[src/hdl/arxdf_pkg.sv]
package arxdf_pkg;

   localparam int NUM_B_TAPS   = 4;
   localparam int NUM_A_TAPS   = 3;
   localparam int MAX_DELAY    = 7;
   localparam int SAMPLE_WIDTH = 16;

   localparam int COEF_WIDTH      = 18;
   localparam int FRAC_BITS       = 14;
   localparam int DELAY_WIDTH     = 3;
   localparam int CFG_B_REGS      = 4;
   localparam int CFG_A_REGS      = 3;
   localparam int CSR_INDEX_WIDTH = 4;
   localparam int CSR_DATA_WIDTH  = COEF_WIDTH;

   typedef logic [CSR_INDEX_WIDTH-1:0] csr_index_type;

   localparam csr_index_type REG_COEF_B0     = csr_index_type'(0);
   localparam csr_index_type REG_COEF_A1     = csr_index_type'(CFG_B_REGS);
   localparam csr_index_type REG_INPUT_DELAY = csr_index_type'(CFG_B_REGS + CFG_A_REGS);

endpackage

[src/hdl/arxdf_csr.sv]
module arxdf_csr #(
   parameter int NUM_B_TAPS = arxdf_pkg::NUM_B_TAPS,
   parameter int NUM_A_TAPS = arxdf_pkg::NUM_A_TAPS
) (
   input  logic                                          clock,
   input  logic                                          reset,
   input  logic                                          wr_en,
   input  arxdf_pkg::csr_index_type                      wr_index,
   input  logic        [arxdf_pkg::CSR_DATA_WIDTH-1:0]   wr_data,
   output logic signed [arxdf_pkg::COEF_WIDTH-1:0]       coef_b [NUM_B_TAPS],
   output logic signed [arxdf_pkg::COEF_WIDTH-1:0]       coef_a [NUM_A_TAPS],
   output logic        [arxdf_pkg::DELAY_WIDTH-1:0]      delay
);

   logic [arxdf_pkg::DELAY_WIDTH-1:0] delay_ff;

   for (genvar i = 0; i < NUM_B_TAPS; i++) begin : g_b
      if (i < arxdf_pkg::CFG_B_REGS) begin : g_reg
         logic signed [arxdf_pkg::COEF_WIDTH-1:0] coef_ff;
         always_ff @(posedge clock) begin
            if (reset) begin
               coef_ff <= '0;
            end else if (wr_en &&
                         wr_index == arxdf_pkg::REG_COEF_B0 +
                                     arxdf_pkg::csr_index_type'(i)) begin
               coef_ff <= wr_data;
            end
         end
         assign coef_b[i] = coef_ff;
      end else begin : g_zero
         assign coef_b[i] = '0;
      end
   end

   for (genvar j = 0; j < NUM_A_TAPS; j++) begin : g_a
      if (j < arxdf_pkg::CFG_A_REGS) begin : g_reg
         logic signed [arxdf_pkg::COEF_WIDTH-1:0] coef_ff;
         always_ff @(posedge clock) begin
            if (reset) begin
               coef_ff <= '0;
            end else if (wr_en &&
                         wr_index == arxdf_pkg::REG_COEF_A1 +
                                     arxdf_pkg::csr_index_type'(j)) begin
               coef_ff <= wr_data;
            end
         end
         assign coef_a[j] = coef_ff;
      end else begin : g_zero
         assign coef_a[j] = '0;
      end
   end

   always_ff @(posedge clock) begin
      if (reset) begin
         delay_ff <= '0;
      end else if (wr_en && wr_index == arxdf_pkg::REG_INPUT_DELAY) begin
         delay_ff <= wr_data[arxdf_pkg::DELAY_WIDTH-1:0];
      end
   end

   assign delay = delay_ff;

endmodule

[config.mk]
export PLATFORM = sky130hd
export DESIGN_NAME = arxdf_csr
export DESIGN_NICKNAME = d
export VERILOG_FILES = /design/src/hdl/arxdf_pkg.sv /design/src/hdl/arxdf_csr.sv
export SDC_FILE = /design/constraint.sdc
export NUM_CORES = 1
export LEC_CHECK = 0
export ABC_AREA = 1
export BUFFER_PORTS_ARGS = -buffer_cell sky130_fd_sc_hd__buf_2
export CAP_MARGIN = 20
export CORE_MARGIN = 2
export CORE_UTILIZATION = 30
export DETAILED_ROUTE_END_ITERATION = 10
export PLACE_DENSITY = 0.52
export SLEW_MARGIN = 20
export SYNTH_ARGS = -nofsm -noshare
export SYNTH_HDL_FRONTEND = slang
export SYNTH_SLANG_ARGS = --single-unit
[constraint.sdc]
create_clock -name clock -period 0.93 [get_ports clock]
set_input_delay 0.186 -clock clock [delete_from_list [all_inputs] [get_ports clock]]
set_output_delay 0.186 -clock clock [all_outputs]
set_load 0.005 [all_outputs]
==> results of run 1 <==
placed cells by master (no fill, tap or decap), types with 4 or more instances in the layout:
cell,Yosys,final
nor2_1,260,260
dfxtp_2,0,129
buf_6,14,43
inv_1,39,36
buf_4,5,49
clkinvlp_4,0,5
nor2_4,7,7
nand4_1,18,18
nand2_1,240,240
buf_12,0,17
clkbuf_16,0,17
buf_2,5,110
clkbuf_8,0,4
cells by family (layout without fill, tap and decap cells):
logic type,Yosys count,count (layout),synth area share (%)
buffers and inverters,78,291,8.220
DFF,129,129,50.19
and+or+nand+nor,533,533,41.59
cell type report:
cell class	count	area share (%)
clock buffers	22	6.326
clock inverters	9	1.079
well taps	220	3.596
inverters	41	2.109
repair buffers	219	22.77
flip-flops and latches	129	35.85
multi-input cells	533	28.28
power by group through the flow:
stage	Clock [mW]	Sequential, mW	Combinational [mW]
floorplan	0	5.84	0.538
global route	6.78	5.76	1.33
finish	6.37	5.75	1.20
global placement	0	5.84	1.15
CTS	6.54	5.74	1.18
detailed placement	0	5.84	1.15
worst reg2reg max path, stage by stage, from the launching register on:
cell and delay (ps):
dfxtp_2 320, buf_4 130, inv_1 40, nand2_1 40, nand2_1 60, nor2_1 30
worst max-delay path by stage:
| stage | to | slack [ps] | cells after the start | startpoint |
|---|---|---|---|---|
| after floorplan | g_a[0].g_reg.coef_ff[7] | -0.5 | 6 | wr_index[2] |
| after global placement | g_a[2].g_reg.coef_ff[3] | -250 | 8 | wr_index[0] |
| after detailed placement | g_b[0].g_reg.coef_ff[10] | -260 | 7 | wr_en |
| after CTS | coef_a[35] | -150 | 1 | g_a[1].g_reg.coef_ff[17] |
| after global routing | coef_a[35] | -180 | 1 | g_a[1].g_reg.coef_ff[17] |
| final | coef_a[35] | -140 | 1 | g_a[1].g_reg.coef_ff[17] |
metal layers:
| layer | GRT usage [%] | up-vias | routed length, um |
|---|---|---|---|
| met2 | 28.57 | 126 | 7473 |
| met4 | 6.829 | 0 | 362 |
| li1 | - | 2612 | - |
| met1 | 23.24 | 2175 | 7514 |
| met5 | 0 | - | 0 |
| met3 | 5.030 | 21 | 874 |
flip-flops by register name (all words and copies together), names as in the netlist:
name               flops
delay                  3
g_a.g_reg.coef_ff     54
g_b.g_reg.coef_ff     72
repair_timing:
item / in CTS / in global routing
gates resized for setup: 147 / 25
cloned: 0 / 0
setup endpoints to repair: 129 / 129
pin swaps: 0 / 0
setup buffers: 4 / 8
through the flow:
stage,worst slack (ps),power (mW),setup TNS (ps)
final,-143.6,13.31,-12910
after global routing,-182.6,13.87,-17610
after CTS,-154.7,13.47,-15960
after detailed placement,-256.1,6.987,-27330
after global placement,-245.9,6.987,-26840
after floorplan,-0.5223,6.378,-5.191
==> metrics.yaml, run 1 <==
dp_hpwl_um: 11330
finalNonFillerCells: 1173
peakVddDrop_uv: 1330
cts_tree: "done"
hold_depth: 3
numCtsBuffers: 17
crit_slowest_cell: "dfxtp_2"
syn-num-nets: 765
cp_num_buf_inv: 1
cap_violations: 0
avgSynthCellArea_um2: 6.953
pwr-share-comb_pct: 9.0
violations: "setup timing"
setup_violations: 129
fin_ws_ps: -143.6
cts_hold_buf: 0
track_usage_pct: 17.97
period_needed_ps: 1074
cts_max_path_buffers: 2
worst_pin_slew_ps: 202.1
coreArea_um2: 16700
synthArstFlopShare_pct: 0
multiInputGateArea_um2: 2165
cp_max_fo: 2
drt_iter0_markers: 245
synth_seq_cells: 129
dieHeight_um: 135.0
hp-class: "in2reg"
rsz0062_at_grt: "yes"
switchingPower_mw: 3.179
yosys_warnings: 0
nFillCells: 1740
fmax_ghz: 0.9314
h-tree-depth: 4
synth.most_common_cell: "nor2_1"
postPlaceCellArea_um2: 6568
yosys.area.top_type: "dfxtp_1"
clk_latency_ps: 410
grt_overflow: 0
outcome: "finished, violations left"
final-seq-area_um2: 2744
diodes: 0
switching_share_pct: 23.88
r2r_start: "g_b[0].g_reg.coef_ff[4]"
finalClockSkew_ps: 0
synth_area_leaders: "dfxtp_1 50%, nor2_1 19%, nand2_1 18%, buf_6 3.1%, inv_1 2.8%"
crit_arrival_ps: 890
wire_per_inst_um: 13.83
drt_pre_antenna_iters: 4
hold_end: "g_b[0].g_reg.coef_ff[9]"
synth_cell_types: 17
num_rows: 47
drcViolationCount: 0
hold_ws_ps: 17.31
dpl.cell_count: 1130
drive_gt1_share_pct: 41.66
hold_path.startpoint: "wr_data[9]"
globalplace.congestion: 0.7601
hold_violations: 0
grt_antenna_before_repair: 0
die_w_um: 135.0
pwr_density_cell_nw_per_um2: 1739
path_delay_family: "flip-flops"
required_ps: 740
critPathKind: "reg2out"
io_pins: 154
seq_power_share_pct: 43.2
layout.nets: 966
synth_enable_flop_cells: 0
synth_top_area_share_pct: 50.19
grt_pass1_wl_um: 24500
synth_flop_cell: "dfxtp_1"
fin_util_pct: 45.83
max_stage_delay_ps: 360
critPathCaptureType: "output pin"
routed_wl_um: 16230
synth-seq-area-share_pct: 50.19
r2r_slack_ps: 200
pwr-share-clk_pct: 47.9
path_cells: "buf_2"
port_buffers: 153
slew_violations: 0
slew_headroom_pct: 86.53
synth.top_cells.by_count: "260 x nor2_1, 240 x nand2_1, 129 x dfxtp_1, 39 x inv_1, 18 x nand4_1"
r2r_cells: 5
cts_root_buf: "clkbuf_16"
syn_area_um2: 5145
cts_sinks: 129
critPathLaunchType: "register"
r2r-end: "g_b[0].g_reg.coef_ff[4]"
syn_inst: 740
p_int_mw: 10.13
die-area_um2: 18210
start_util_pct: 30.81
design_area_um2: 7655
finalCritPeriodShare_pct: 115.4
syn_to_final_growth_pct: 48.78
ant_nets: 0
grt_max_degree: 45
leakage_nw: 3.755
path_clk_slew_ps: 60
grt_pass1_vias: 4490
avgViaCountPerCell: 4.206
vias: 4934
Power figures use the tool's default switching activity.
==> run 2, diff against run 1 <==
--- a/config.mk
+++ b/config.mk
@@ -6,12 +6,12 @@
 export NUM_CORES = 1
 export LEC_CHECK = 0
 export ABC_AREA = 1
-export BUFFER_PORTS_ARGS = -buffer_cell sky130_fd_sc_hd__buf_2
 export CAP_MARGIN = 20
 export CORE_MARGIN = 2
 export CORE_UTILIZATION = 30
 export DETAILED_ROUTE_END_ITERATION = 10
-export PLACE_DENSITY = 0.52
+export DONT_BUFFER_PORTS = 1
+export PLACE_DENSITY = 0.44
 export SLEW_MARGIN = 20
 export SYNTH_ARGS = -nofsm -noshare
 export SYNTH_HDL_FRONTEND = slang
==> metrics.yaml, run 2 (synthesized netlist as in run 1, its figures left out) <==
total_power_mw: 13.43  # +0.85%
hp-class: "in2reg"
layout_common_cells: "260 x nor2_1, 240 x nand2_1, 126 x dfxtp_2"
leakage_nw: 2.912  # -22%
nFillCells: 1751  # +0.63%
rsz0062_at_grt: "yes"
drt_pre_antenna_iters: 4  # unchanged
period_needed_ps: 957.0  # -116.6 ps
critPathLaunchType: "register"
num_rows: 47  # unchanged
grt_pass1_wl_um: 23470  # -4.2%
wire_per_inst_um: 15.64  # +13%
routed_wl_um: 15890  # -2.1%
drive_gt1_share_pct: 27.01  # -15 points
dp_hpwl_um: 10700  # -5.6%
vias: 4483  # -9.1%
io_pins: 154  # unchanged
slew_headroom_pct: 71.95  # -15 points
layout.nets: 808  # -16%
place_ws_ps: -50.18  # +206.0 ps
fmax_ghz: 1.045  # +12%
avgViaCountPerCell: 4.412  # +4.9%
cts_tree: "done"
cp_max_fo: 2  # unchanged
cts_sinks: 129  # unchanged
finalCritPeriodShare_pct: 102.9  # -13 points
grt_pass1_vias: 4133  # -8.0%
diodes: 0  # unchanged
cts_max_path_buffers: 2  # unchanged
violations: "hold timing, setup timing"
ant_nets: 0  # unchanged
start_util_pct: 30.81  # unchanged
outcome: "finished, violations left"
drt_iter0_markers: 203  # -17%
port_buffers: 0  # -100%
largest_reg_flops: 72  # unchanged
coreArea_um2: 16700  # unchanged
numCtsBuffers: 17  # unchanged
cts_root_buf: "clkbuf_16"
clk_latency_ps: 410  # about the same
h-tree-depth: 4  # unchanged
slew_violations: 0  # unchanged
worst_pin_slew_ps: 420.3  # +218.3 ps
die-area_um2: 18210  # unchanged
final_common_cell: "nor2_1"
track_usage_pct: 17.39  # -0.58 points
required_ps: 740  # about the same
grt_antenna_before_repair: 0  # unchanged
globalplace.congestion: 0.7099  # -6.6%
hold_ws_ps: -15.82  # -33.12 ps
grt_max_degree: 58  # +29%
fin_ws_ps: -27.01  # +116.6 ps
cap_violations: 0  # unchanged
critPathKind: "reg2out"
grt_overflow: 0  # unchanged
fin_util_pct: 40.11  # -5.7 points
fin_tns_setup_ps: -985.0  # +11920 ps
die_w_um: 135.0  # unchanged
syn_to_final_growth_pct: 30.20
path_clk_slew_ps: 60  # about the same
drcViolationCount: 0  # unchanged
finalClockSkew_ps: 0  # unchanged
hold_violations: 5  # +5
setup_violations: 112  # -13%
max_flop_register: "g_b.g_reg.coef_ff"
dieHeight_um: 135.0  # unchanged
pwr_density_cell_nw_per_um2: 2004  # +15%
critPathCaptureType: "output pin"
peakVddDrop_uv: 1240  # -6.8%
crit_arrival_ps: 770  # -120 ps
run 2: changes by cell type in the layout (fill, tap and decap cells not counted), sizes merged:
cell,previous run,this run
buf,219,38
clkinv,3,8
dlygate4sd3,0,23
clkinvlp,5,0
bufinv,1,3
clkbuf,22,21
run 2: stage by stage:
step | hold slack [ps] | instances | instance area (um^2)
after detailed placement | 327.8 | 954 | 5654
final | -15.82 | 1016 | 6699
after CTS | -39.12 | 1008 | 6624
after global routing | 2.930 | 1016 | 6699
after floorplan | 320.9 | 740 | 5182
after global placement | 324.4 | 954 | 5654
run 2: layer usage:
metal	vias to the layer above	routed length [um]	GRT usage (%)
li1	2303	-	-
met1	2030	6481	19.29
met2	128	7904	30.60
met3	22	1177	6.456
met4	0	328	6.076
met5	-	0	0
run 2: path summary, 6_finish.rpt:
check,from,slack (ps),cells after the start,end
worst max-delay path,g_a[1].g_reg.coef_ff[4],-30,0,coef_a[22]
worst max register to register,g_b[0].g_reg.coef_ff[11],270,4,g_b[0].g_reg.coef_ff[11]
worst min-delay path,wr_en,-20,3,g_a[0].g_reg.coef_ff[2]
worst min register to register,g_a[1].g_reg.coef_ff[12],490,2,g_a[1].g_reg.coef_ff[12]
run 2: repair_timing:
item,4_1_cts,5_1_grt
resized for setup,129,4
hold buffers,22,1
setup endpoints to repair,129,132
buffers inserted,0,7
hold endpoints to repair,34,4
run 2: area by class of cell:
class                      instances  area [um^2]  share of cell area, %
multi-input combinational        533         2170                  32.39
clock inverter                    11        137.6                  2.055
inverter                          41        161.4                  2.409
timing repair buffer              61        753.2                  11.24
sequential                       129         2751                  41.07
clock buffer                      21        450.4                  6.724
tap                              220        275.3                  4.109
run 2: power breakdown:
group	internal, mW	switching [mW]
Sequential	5.67	0.104
Combinational	0.403	0.540
Clock	4.26	2.45
Total	10.3	3.09
